**src/hdl/dtdiff_pkg.sv**
```systemverilog
// shared widths, field layout, types and calendar tables for the date-time difference block
// no dependencies; used by datetime_difference and dtdiff_checker
package dtdiff_pkg;

  localparam int DAY_W   = 5;
  localparam int MON_W   = 4;
  localparam int YEAR_W  = 14;
  localparam int HOUR_W  = 5;
  localparam int MIN_W   = 6;
  localparam int SEC_W   = 6;
  localparam int DT_W    = DAY_W + MON_W + YEAR_W + HOUR_W + MIN_W + SEC_W;
  localparam int IN_W    = 2 * DT_W;

  localparam int DAYS_W  = 22;
  localparam int DAYS_LSB = 0;
  localparam int HRS_LSB  = DAYS_LSB + DAYS_W;
  localparam int MINS_LSB = HRS_LSB + HOUR_W;
  localparam int SECS_LSB = MINS_LSB + MIN_W;
  localparam int RES_W    = SECS_LSB + SEC_W;
  localparam int OUT_W    = ((RES_W + 7) / 8) * 8;

  // internal widths
  localparam int DAYNUM_W    = 23;
  localparam int RECIP_SHIFT = 19;
  localparam int PROD_W      = YEAR_W + 13;
  localparam int Q_W         = PROD_W - RECIP_SHIFT;
  localparam int LEAP_W      = YEAR_W - 1;
  localparam int DBM_W       = 9;
  localparam int OFF_W       = 10;

  // calendar constants
  localparam logic [YEAR_W-1:0] YEAR_MAX      = YEAR_W'(9999);
  localparam logic [HOUR_W-1:0] HOUR_MAX      = HOUR_W'(23);
  localparam logic [MIN_W-1:0]  MIN_MAX       = MIN_W'(59);
  localparam logic [SEC_W-1:0]  SEC_MAX       = SEC_W'(59);
  localparam logic [MON_W-1:0]  MON_FIRST     = MON_W'(1);
  localparam logic [MON_W-1:0]  MON_LAST      = MON_W'(12);
  localparam logic [MON_W-1:0]  MON_FEB       = MON_W'(2);
  localparam logic [HOUR_W-1:0] HOURS_PER_DAY = HOUR_W'(24);
  localparam logic [MIN_W-1:0]  MINS_PER_HOUR = MIN_W'(60);
  localparam logic [SEC_W-1:0]  SECS_PER_MIN  = SEC_W'(60);
  localparam int DAYS_PER_YEAR = 365;
  localparam int CENTURY       = 100;
  // ceil(2^19 / 100), exact floor(y / 100) for any 14-bit y
  localparam int RECIP_100     = 5243;

  // one date-time as packed in tdata, day in the lowest bits
  typedef struct packed {
    logic [SEC_W-1:0]  second;
    logic [MIN_W-1:0]  minute;
    logic [HOUR_W-1:0] hour;
    logic [YEAR_W-1:0] year;
    logic [MON_W-1:0]  month;
    logic [DAY_W-1:0]  day;
  } dt_fields_t;

  // time of day, hour on top so the packed value orders correctly
  typedef struct packed {
    logic [HOUR_W-1:0] hour;
    logic [MIN_W-1:0]  minute;
    logic [SEC_W-1:0]  second;
  } tod_t;

  function automatic logic [DAY_W-1:0] month_len(input logic [MON_W-1:0] month,
                                                  input logic leap);
    logic [DAY_W-1:0] len;
    unique case (month) inside
      4'd4, 4'd6, 4'd9, 4'd11: len = DAY_W'(30);
      4'd2:                    len = leap ? DAY_W'(29) : DAY_W'(28);
      default:                 len = DAY_W'(31);
    endcase
    return len;
  endfunction

  function automatic logic [DBM_W-1:0] days_before(input logic [MON_W-1:0] month);
    logic [DBM_W-1:0] d;
    unique case (month)
      4'd2:    d = DBM_W'(31);
      4'd3:    d = DBM_W'(59);
      4'd4:    d = DBM_W'(90);
      4'd5:    d = DBM_W'(120);
      4'd6:    d = DBM_W'(151);
      4'd7:    d = DBM_W'(181);
      4'd8:    d = DBM_W'(212);
      4'd9:    d = DBM_W'(243);
      4'd10:   d = DBM_W'(273);
      4'd11:   d = DBM_W'(304);
      4'd12:   d = DBM_W'(334);
      default: d = DBM_W'(0);
    endcase
    return d;
  endfunction

endpackage

```
**src/hdl/datetime_difference.sv**
```systemverilog
// top level: absolute difference of two gregorian date-times, five-stage pipeline
// depends on dtdiff_pkg
//
//  channel  | dir | signals                          | carries
//  ---------+-----+----------------------------------+------------------------------------
//  s_axis   | in  | tvalid, tready, tdata[79:0]      | two date-times, one pair per transfer
//  m_axis   | out | tvalid, tready, tdata[39:0], tuser | day/h/m/s difference, valid flag
//
// one pair enters per cycle unless a stall at m_axis_tready backs up into a full pipeline;
// each of the five register stages holds one item
// stage 1 does the year*reciprocal multiply, stage 2 the century split and y*365,
// stage 3 the day-number add, stage 4 the ordering compare, stage 5 the borrow subtract
// each stage loads when it is empty or its successor loads, so bubbles close up under stall
// rst (synchronous) clears only the stage valid bits; payload registers are not reset
module datetime_difference (
  input  logic                       clk,
  input  logic                       rst,
  input  logic                       s_axis_tvalid,
  output logic                       s_axis_tready,
  // first_day, first_month, first_year, first_hour, first_minute, first_second,
  // second_day, second_month, second_year, second_hour, second_minute, second_sec
  input  logic [dtdiff_pkg::IN_W-1:0]  s_axis_tdata,
  output logic                       m_axis_tvalid,
  input  logic                       m_axis_tready,
  // diff_days, diff_hours, diff_minutes, diff_seconds, one zero pad bit
  output logic [dtdiff_pkg::OUT_W-1:0] m_axis_tdata,
  // valid_res
  output logic                       m_axis_tuser
);
  import dtdiff_pkg::*;

  // stage valid bits and load enables
  logic vld1, vld2, vld3, vld4, vld5;
  logic en1, en2, en3, en4, en5;

  assign en5 = !vld5 || m_axis_tready;
  assign en4 = !vld4 || en5;
  assign en3 = !vld3 || en4;
  assign en2 = !vld2 || en3;
  assign en1 = !vld1 || en2;

  assign s_axis_tready = en1;
  assign m_axis_tvalid = vld5;

  always_ff @(posedge clk) begin
    if (rst) begin
      vld1 <= 1'b0;
      vld2 <= 1'b0;
      vld3 <= 1'b0;
      vld4 <= 1'b0;
      vld5 <= 1'b0;
    end else begin
      if (en1) vld1 <= s_axis_tvalid;
      if (en2) vld2 <= vld1;
      if (en3) vld3 <= vld2;
      if (en4) vld4 <= vld3;
      if (en5) vld5 <= vld4;
    end
  end

  // per-date lanes, stages 1 to 3
  dt_fields_t           fld1   [2];
  logic                 ok1    [2];
  logic [PROD_W-1:0]    prod1  [2];

  logic [DAYNUM_W-1:0]  y365_2 [2];
  logic [LEAP_W-1:0]    leaps2 [2];
  logic [OFF_W-1:0]     off2   [2];
  logic                 ok2    [2];
  tod_t                 tod2   [2];

  logic [DAYNUM_W-1:0]  dnum3  [2];
  logic                 ok3    [2];
  tod_t                 tod3   [2];

  for (genvar g = 0; g < 2; g++) begin : g_lane
    dt_fields_t         fin;
    logic               ok_in;
    logic [Q_W-1:0]     q;
    logic [YEAR_W-1:0]  rem;
    logic               rem_nz;
    logic [Q_W-1:0]     c100;
    logic [Q_W:0]       c100_p3;
    logic [Q_W-2:0]     c400;
    logic [YEAR_W:0]    y_p3;
    logic [LEAP_W-1:0]  c4;
    logic               leap;
    logic               day_ok;

    assign fin = dt_fields_t'(s_axis_tdata[g*DT_W +: DT_W]);

    // every range check that does not need the leap year
    assign ok_in = (fin.month >= MON_FIRST) && (fin.month <= MON_LAST) &&
                   (fin.day != '0) && (fin.year <= YEAR_MAX) &&
                   (fin.hour <= HOUR_MAX) && (fin.minute <= MIN_MAX) &&
                   (fin.second <= SEC_MAX);

    always_ff @(posedge clk) begin
      if (en1) begin
        fld1[g]  <= fin;
        ok1[g]   <= ok_in;
        prod1[g] <= PROD_W'(fin.year) * PROD_W'(RECIP_100);
      end
    end

    // century split: q = year / 100, rem = year % 100
    assign q       = prod1[g][PROD_W-1:RECIP_SHIFT];
    assign rem     = fld1[g].year - YEAR_W'(q) * YEAR_W'(CENTURY);
    assign rem_nz  = (rem != '0);
    // leap years before this year: ceil(y/4) - ceil(y/100) + ceil(y/400)
    assign c100    = q + Q_W'(rem_nz);
    assign c100_p3 = {1'b0, c100} + (Q_W+1)'(3);
    assign c400    = c100_p3[Q_W:2];
    assign y_p3    = {1'b0, fld1[g].year} + (YEAR_W+1)'(3);
    assign c4      = y_p3[YEAR_W:2];
    // divisible by 4, and not a century unless divisible by 400
    assign leap    = (fld1[g].year[1:0] == 2'b00) && (rem_nz || (q[1:0] == 2'b00));
    assign day_ok  = (fld1[g].day <= month_len(fld1[g].month, leap));

    always_ff @(posedge clk) begin
      if (en2) begin
        y365_2[g] <= DAYNUM_W'(fld1[g].year) * DAYNUM_W'(DAYS_PER_YEAR);
        leaps2[g] <= c4 - LEAP_W'(c100) + LEAP_W'(c400);
        off2[g]   <= OFF_W'(days_before(fld1[g].month)) + OFF_W'(fld1[g].day)
                     - OFF_W'(1) + OFF_W'((fld1[g].month > MON_FEB) && leap);
        ok2[g]    <= ok1[g] && day_ok;
        tod2[g]   <= '{hour: fld1[g].hour, minute: fld1[g].minute,
                       second: fld1[g].second};
      end
    end

    // day number since the start of year 0
    always_ff @(posedge clk) begin
      if (en3) begin
        dnum3[g] <= y365_2[g] + DAYNUM_W'(leaps2[g]) + DAYNUM_W'(off2[g]);
        ok3[g]   <= ok2[g];
        tod3[g]  <= tod2[g];
      end
    end
  end

  // stage 4: order the two instants, later one first
  logic [DAYNUM_W-1:0] big_day4, small_day4;
  tod_t                big_tod4, small_tod4;
  logic                ok4;
  logic                a_later;

  assign a_later = {dnum3[0], tod3[0]} >= {dnum3[1], tod3[1]};

  always_ff @(posedge clk) begin
    if (en4) begin
      big_day4   <= a_later ? dnum3[0] : dnum3[1];
      small_day4 <= a_later ? dnum3[1] : dnum3[0];
      big_tod4   <= a_later ? tod3[0] : tod3[1];
      small_tod4 <= a_later ? tod3[1] : tod3[0];
      ok4        <= ok3[0] && ok3[1];
    end
  end

  // stage 5: mixed-radix subtract, borrows ripple seconds to days
  logic [SEC_W:0]      sec_d;
  logic [MIN_W:0]      min_d;
  logic [HOUR_W:0]     hour_d;
  logic [SEC_W-1:0]    sec_r;
  logic [MIN_W-1:0]    min_r;
  logic [HOUR_W-1:0]   hour_r;
  logic [DAYNUM_W-1:0] day_r;
  logic [RES_W-1:0]    res;

  assign sec_d  = {1'b0, big_tod4.second} - {1'b0, small_tod4.second};
  assign min_d  = {1'b0, big_tod4.minute} - {1'b0, small_tod4.minute}
                  - (MIN_W+1)'(sec_d[SEC_W]);
  assign hour_d = {1'b0, big_tod4.hour} - {1'b0, small_tod4.hour}
                  - (HOUR_W+1)'(min_d[MIN_W]);
  // wrap back into range when a borrow was taken
  assign sec_r  = sec_d[SEC_W-1:0] + (sec_d[SEC_W] ? SECS_PER_MIN : '0);
  assign min_r  = min_d[MIN_W-1:0] + (min_d[MIN_W] ? MINS_PER_HOUR : '0);
  assign hour_r = hour_d[HOUR_W-1:0] + (hour_d[HOUR_W] ? HOURS_PER_DAY : '0);
  assign day_r  = big_day4 - small_day4 - DAYNUM_W'(hour_d[HOUR_W]);
  assign res    = {sec_r, min_r, hour_r, day_r[DAYS_W-1:0]};

  // output register; invalid pairs give all-zero fields
  always_ff @(posedge clk) begin
    if (en5) begin
      m_axis_tdata <= ok4 ? OUT_W'(res) : '0;
      m_axis_tuser <= ok4;
    end
  end

endmodule

```
**config.mk**
```make
export PLATFORM = sky130hd
export DESIGN_NAME = datetime_difference
export DESIGN_NICKNAME = d
export VERILOG_FILES = /design/src/hdl/dtdiff_pkg.sv /design/src/hdl/datetime_difference.sv
export SDC_FILE = /design/constraint.sdc
export NUM_CORES = 2
export LEC_CHECK = 0
export ABC_AREA = 1
export BUFFER_PORTS_ARGS = -buffer_cell sky130_fd_sc_hd__buf_2
export CAP_MARGIN = 15
export CORE_MARGIN = 2
export CORE_UTILIZATION = 47
export CTS_BUF_LIST = sky130_fd_sc_hd__clkbuf_4 sky130_fd_sc_hd__clkbuf_8
export CTS_CLUSTER_SIZE = 24
export DETAILED_ROUTE_END_ITERATION = 10
export SYNTH_ARGS = -nofsm -noshare
export SYNTH_HDL_FRONTEND = slang
export SYNTH_SLANG_ARGS = --single-unit
```
**constraint.sdc**
```tcl
create_clock -name clk -period 8.9 [get_ports clk]
set_input_delay 0.445 -clock clk [delete_from_list [all_inputs] [get_ports clk]]
set_output_delay 0.445 -clock clk [all_outputs]
set_load 0.005 [all_outputs]
```
# [After elaboration in Yosys (flattened, before gate mapping)]
# Memory sizes are Yosys's and may differ from the RTL's.
# Cells that the tools add are included.
[word_totals] regBits=125 ram_bits=346 mem_bits_ro=288 in_bits=84 output_inout_bits=43 word_cells=155 mem_count=13
[classes] add_sub_neg=32 n_mul=6 n_lt_le_gt_ge=17 eq_ne=10 n_mux=19 reduce_logical=41
[memory_table] name="(no name shown)" words=16 word_bits=9 read_ports=1 rd_ports_with_merged_regs=0 write_ports=0 line="dtdiff_pkg.sv:77" rtl="unique case (month)"
[memory_table] name="(no name shown)" words=16 word_bits=9 read_ports=1 rd_ports_with_merged_regs=0 write_ports=0 line="dtdiff_pkg.sv:77"
[memory_table] name="fld1" words=2 word_bits=40 read_ports=2 rd_ports_with_merged_regs=0 write_ports=2 line="datetime_difference.sv:62" rtl="dt_fields_t fld1 [2];"
[memory_table] name="prod1" words=2 word_bits=27 read_ports=2 rd_ports_with_merged_regs=0 write_ports=2 line="datetime_difference.sv:64" rtl="logic [PROD_W-1:0] prod1 [2];"
[memory_table] name="dnum3" words=2 word_bits=23 read_ports=2 rd_ports_with_merged_regs=0 write_ports=2 line="datetime_difference.sv:72" rtl="logic [DAYNUM_W-1:0] dnum3 [2];"
[memory_table] name="y365_2" words=2 word_bits=23 read_ports=2 rd_ports_with_merged_regs=0 write_ports=2 line="datetime_difference.sv:66" rtl="logic [DAYNUM_W-1:0] y365_2 [2];"
[memory_table] name="+7 memories"
[ops] operator="$mul 14x13->27 const B" count=2
[ops] operator="$add 23x10->23" count=2
[ops] operator="$add 23x13->23" count=2
[ops] operator="$mul 14x9->23 const B" count=2
[ops] operator="$mux 22" count=2
[ops] operator="$ge 40x40->1" count=1
[ops] operator="$mux 17" count=2
[ops] operator="$add 14x2->15 const B" count=2
[ops] operator="$le 14x14->1 const B" count=2
[ops] operator="$reduce_bool 14->1" count=2
[ops] operator="$sub 14x14->14" count=2
[ops] operator="$add 13x7->13" count=2
[ops] operator="$sub 13x8->13" count=2
[ops] operator="$le 6x6->1 const B" count=4
[ops] operator="$mul 8x5->12 const B" count=2
[ops] operator="$sub 22x1->22" count=1
[ops] operator="$sub 22x22->22" count=1
[ops] operator="$add 10x1->10" count=2
[ops] operator="$add 9x5->10" count=2
[ops] operator="$sub 10x1->10 const B" count=2
[ops] operator="$logic_and 1x1->1" count=19
[ops] operator="$add 8x2->9 const B" count=2
[ops] operator="$mux 9" count=2
[ops] operator="$add 8x1->8" count=2
[ops] operator="23 further kinds" count=61

# [Logic depth before layout (Yosys ltp)]
# An unclocked memory read counts as a cell.
[logic_depth] depth_word=10 ltp_mapped=42

# [Worst setup path after synthesis]
# OpenSTA, ideal clock, no wires.
[synth_path] path_kind="input to register" startpoint="input m_axis_tready" endpoint="memory leaps2[0][0] (netlist bit) (enable)" setup_time_ns=0.481 t_arrival_ns=7.518 setup_slack_ns=0.900 stages=8 n_path_buf=0 path_cell_list="nor2_1 -> inv_1 -> nor2_1 -> inv_1 -> nor2_1 -> inv_1 -> nor2_1 -> inv_1"
[synth_lines] element="start: declaration" line="datetime_difference.sv:24" rtl="input logic m_axis_tready,"
[synth_lines] element="end: declaration" line="datetime_difference.sv:67" rtl="logic [LEAP_W-1:0] leaps2 [2];"

# [Worst setup path after layout]
[layout_path] startpoint="register big_tod4[3] (netlist bit)" endpoint="register m_axis_tdata[14] (netlist bit) (data pin)"
[layout_via] elab_chain_len=4
[layout_lines] element="start: declaration" line="datetime_difference.sv:144" rtl="tod_t big_tod4, small_tod4;"
[layout_lines] element="start signal: assignment" line="datetime_difference.sv:154" rtl="big_tod4 <= a_later ? tod3[0] : tod3[1];"
[layout_lines] element="$sub 6x6->7" line="datetime_difference.sv:170" rtl="assign sec_d = {1'b0, big_tod4.second} - {1'b0, small_tod4.second};"
[layout_lines] element="$sub 7x1->7" line="datetime_difference.sv:172" rtl="- (MIN_W+1)'(sec_d[SEC_W]);"
[layout_lines] element="$sub 6x1->6" line="datetime_difference.sv:174" rtl="- (HOUR_W+1)'(min_d[MIN_W]);"
[layout_lines] element="$sub 22x1->22" line="datetime_difference.sv:179" rtl="assign day_r = big_day4 - small_day4 - DAYNUM_W'(hour_d[HOUR_W]);"
[layout_lines] element="end signal: assignment" line="datetime_difference.sv:185" rtl="m_axis_tdata <= ok4 ? OUT_W'(res) : '0;"
[layout_lines] element="end: declaration" line="datetime_difference.sv:26" rtl="output logic [dtdiff_pkg::OUT_W-1:0] m_axis_tdata,"
# Every way passes these cells.
# A chain may end at the register's enable or synchronous reset.

==> metrics.md <==
| Metric | Value |
|---|---|
| Final Setup Violations | `0` |
| Worst skew pair latency | `0.70 ns` |
| DRT Pass-1 Iters | `6` |
| Hold crit path type | `in2reg` |
| Post-CTS Setup Bufs | `0` |
| Worst Reg-to-Reg Cells | `36` |
| PortBufs | `125` |
| Top cell type's share of synthesized area | `32.8%` |
| Drt drc | `0` |
| DP Wirelength | `68,700 um` |
| Worst R2R End | `m_axis_tdata[14]` |
| Mapped cell area | `0.0391 mm^2` |
| Worst EP arrival | `8.34 ns` |
| CORE AREA | `0.0822 mm^2` |
| R2R Setup Slk | `0.98 ns` |
| Final Slew Violations | `0` |
| EDFF count, synth | `427` |
| Total negative slack | `0 ns` |
| Hold Path Stages | `1` |
| Final Wtd Congestion | `0.867` |
| Die Y-Extent | `292 um` |
| Drt total wl | `84,400 um` |
| Top-count cell post-synth | `inv_1` |
| Congestion Overflow GR | `0` |
| CP dominant cell by count | `nand2_1` |
| Antenna-violating nets left | `0` |
| First-pass GRT wire length | `140,000 um` |
| Clk pin slew, worst setup/hold paths | `0.06 ns` |
| Min-Delay Endpoint | `fld1[0][11]` |
| Share of cells above drive strength 1 | `6.25%` |
| Worst EP required | `9.32 ns` |
| Std cell rows | `105` |
| Clk buf depth | `3` |
| Worst-margin pin slew | `0.962 ns` |
| Die area | `0.0854 mm^2` |
| Via/cell ratio | `5.03` |
| Crit path max fanout | `7` |
| Top cell type by total area after synthesis | `edfxtp_1` |
| CTS Root Cell | `clkbuf_8` |
| Max-capacitance violation count | `0` |
| Initial Util | `47.5%` |
| Mean Syn Cell Area | `9.41 um^2` |
| Worst clock skew | `0.0439 ns` |
| Startpoint types | `flip-flop` |
| Hold-fix buffers at CTS | `53` |
| Area Growth Syn to Fin | `10.1%` |
| Distinct cell type count after synthesis | `50` |
| H-tree Lvls | `3` |
| Total track usage | `20.4%` |
| PostCTS Resize Cnt | `0` |
| Syn_nets | `5,109` |
| Unrepaired setup endpoints after global routing | `no` |
| Initial antenna violation count | `3` |
| Hold Vio Cnt, Final | `0` |
| Synth Register Bits | `432` |
| CTS tree | `yes` |
| Synth area leaders | `edfxtp_1 33%, ha_1 19%, fa_1 14%, inv_1 8.8%, nand2_1 6.5%` |
| HP Start | `s_axis_tdata[11]` |
| Inserted Clock Buffers | `75` |
| Crit path kind | `reg2reg` |
| Vias in the first global route | `28,153` |
| Max_slew headroom | `35.9%` |
| Routed len/inst | `15.3 um` |
| Largest net degree at the start of global routing | `79` |
| Reg2reg start | `big_tod4[3]` |
| Initial DRC count | `1,207` |
| Asr flop ratio synth | `0%` |
| Post-synthesis sequential area ratio | `33.1%` |
| Period Utilization, post-route | `89.0%` |
| # IOs | `127` |
| CP Capture Type | `flip-flop` |
| Via count | `27,660` |
| Die W | `292 um` |
| CTS sink cnt | `432` |
| Slowest cell on crit path | `fa_1` |
| Gate Count Post-Synth | `4,153` |
| Period minus WS final | `7.92 ns` |
| Slowest stage delay, CP | `0.51 ns` |
| Max Fclk | `126 MHz` |
| Synth warnings | `0` |
| Min Hold Slack | `0.0598 ns` |
| Status | `completed` |
| Layout Nets | `5,336` |
| Critical path origin | `big_tod4[3]` |
| Top_reg_cell synth | `edfxtp_1` |
| Post-synth top cells | `914 x inv_1, 677 x nand2_1, 604 x ha_1` |
## final cells by class
| type | count | area [um^2] |
|---|---|---|
| antenna | 1 | 2.50 |
| clock buffer | 95 | 1190 |
| clock inverter | 33 | 307 |
| fill | 7651 | 39200 |
| inverter | 915 | 3440 |
| multi-input combinational | 2768 | 22600 |
| sequential | 432 | 12900 |
| tap | 1070 | 1340 |
| timing repair buffer | 188 | 1240 |
## metal layers
metal | part of all wire [%] | vias to the layer above | GRT usage (%)
met5 | 0 | - | 0
met3 | 3.4 | 135 | 2.60
li1 | - | 14109 | -
met1 | 46 | 12962 | 26.6
met4 | 2.4 | 0 | 5.77
met2 | 48 | 454 | 35.6
## layout by cell type, fill, tap and decap left out, types with 4 or more instances in the layout
cell and n:
inv_1 910, nand4_1 126, o21bai_1 13, o31ai_1 11, nand3_1 118, nor3_1 34, xnor2_1 71, o21a_1 13
xor2_1 124, clkinv_2 10, o221ai_1 4, ha_1 604, o2111ai_1 4, buf_4 9, nand2_1 676, clkbuf_4 19
a211oi_1 9, buf_2 125, nor4_1 6, dlygate4sd3_1 53, nand3b_1 6, clkbuf_8 76, a21o_1 16, a31oi_1 16
o21ai_0 134, clkinv_1 13, a21oi_1 242, nor2_2 5, or2_2 8, nor2_1 222, dfxtp_1 5, a21boi_0 6
o211ai_1 4, edfxtp_1 427, fa_1 268
## logic make-up after synthesis
group,count (synthesis),synth area share (%)
XOR/XNOR,195,4.37
other,1,0.00960
flip-flops,432,33.1
AO/OA/AOI/OAI,487,6.93
adder cells (fa/ha/maj),872,33.1
AND/OR/NAND/NOR,1213,13.3
buffers and inverters,953,9.26
## flip-flops by register name, summed over array words and instances, names as in the netlist, 17 cells and up
name          count
leaps2           26
prod1            18
small_tod4       17
big_tod4         17
tod2             34
tod3             34
small_day4       22
big_day4         22
y365_2           46
m_axis_tdata     39
off2             20
fld1             78
dnum3            46
## through the flow
stage | cell area (um^2) | utilization (%) | instances | setup WS, ns
after floorplan | 39100 | - | 4153 | 0.900
after global placement | 41000 | 49.8 | 5319 | 1.08
after detailed placement | 41000 | 49.8 | 5319 | 0.986
after CTS | 43000 | 52.3 | 5500 | 0.931
after global routing | 43000 | 52.3 | 5502 | 0.233
final | 43000 | 52.3 | 5502 | 0.979
## worst max-delay path: cells and delay by family, from the launching register on
kind,cells,cell delay [ns]
buffers and inverters,3,0.28
AO/OA/AOI/OAI,11,1.88
XOR/XNOR,2,0.84
flip-flops,1,0.36
adder cells (fa/ha/maj),8,2.92
AND/OR/NAND/NOR,12,1.39
## how the worst max path moves through the flow
stage	end	slack, ns	cells after the start
4_1_cts	m_axis_tdata[14]	0.93	36
6_report	m_axis_tdata[14]	0.98	36
3_5_place_dp	m_axis_tdata[14]	0.99	36
5_1_grt	m_axis_tdata[14]	0.23	36
3_3_place_gp	m_axis_tdata[14]	1.08	36
2_1_floorplan	leaps2[0][0]	0.90	8
Power is left out: the tool's default activity adds up to more than one toggle a clock period on the data nets, which glitch-free logic cannot reach.
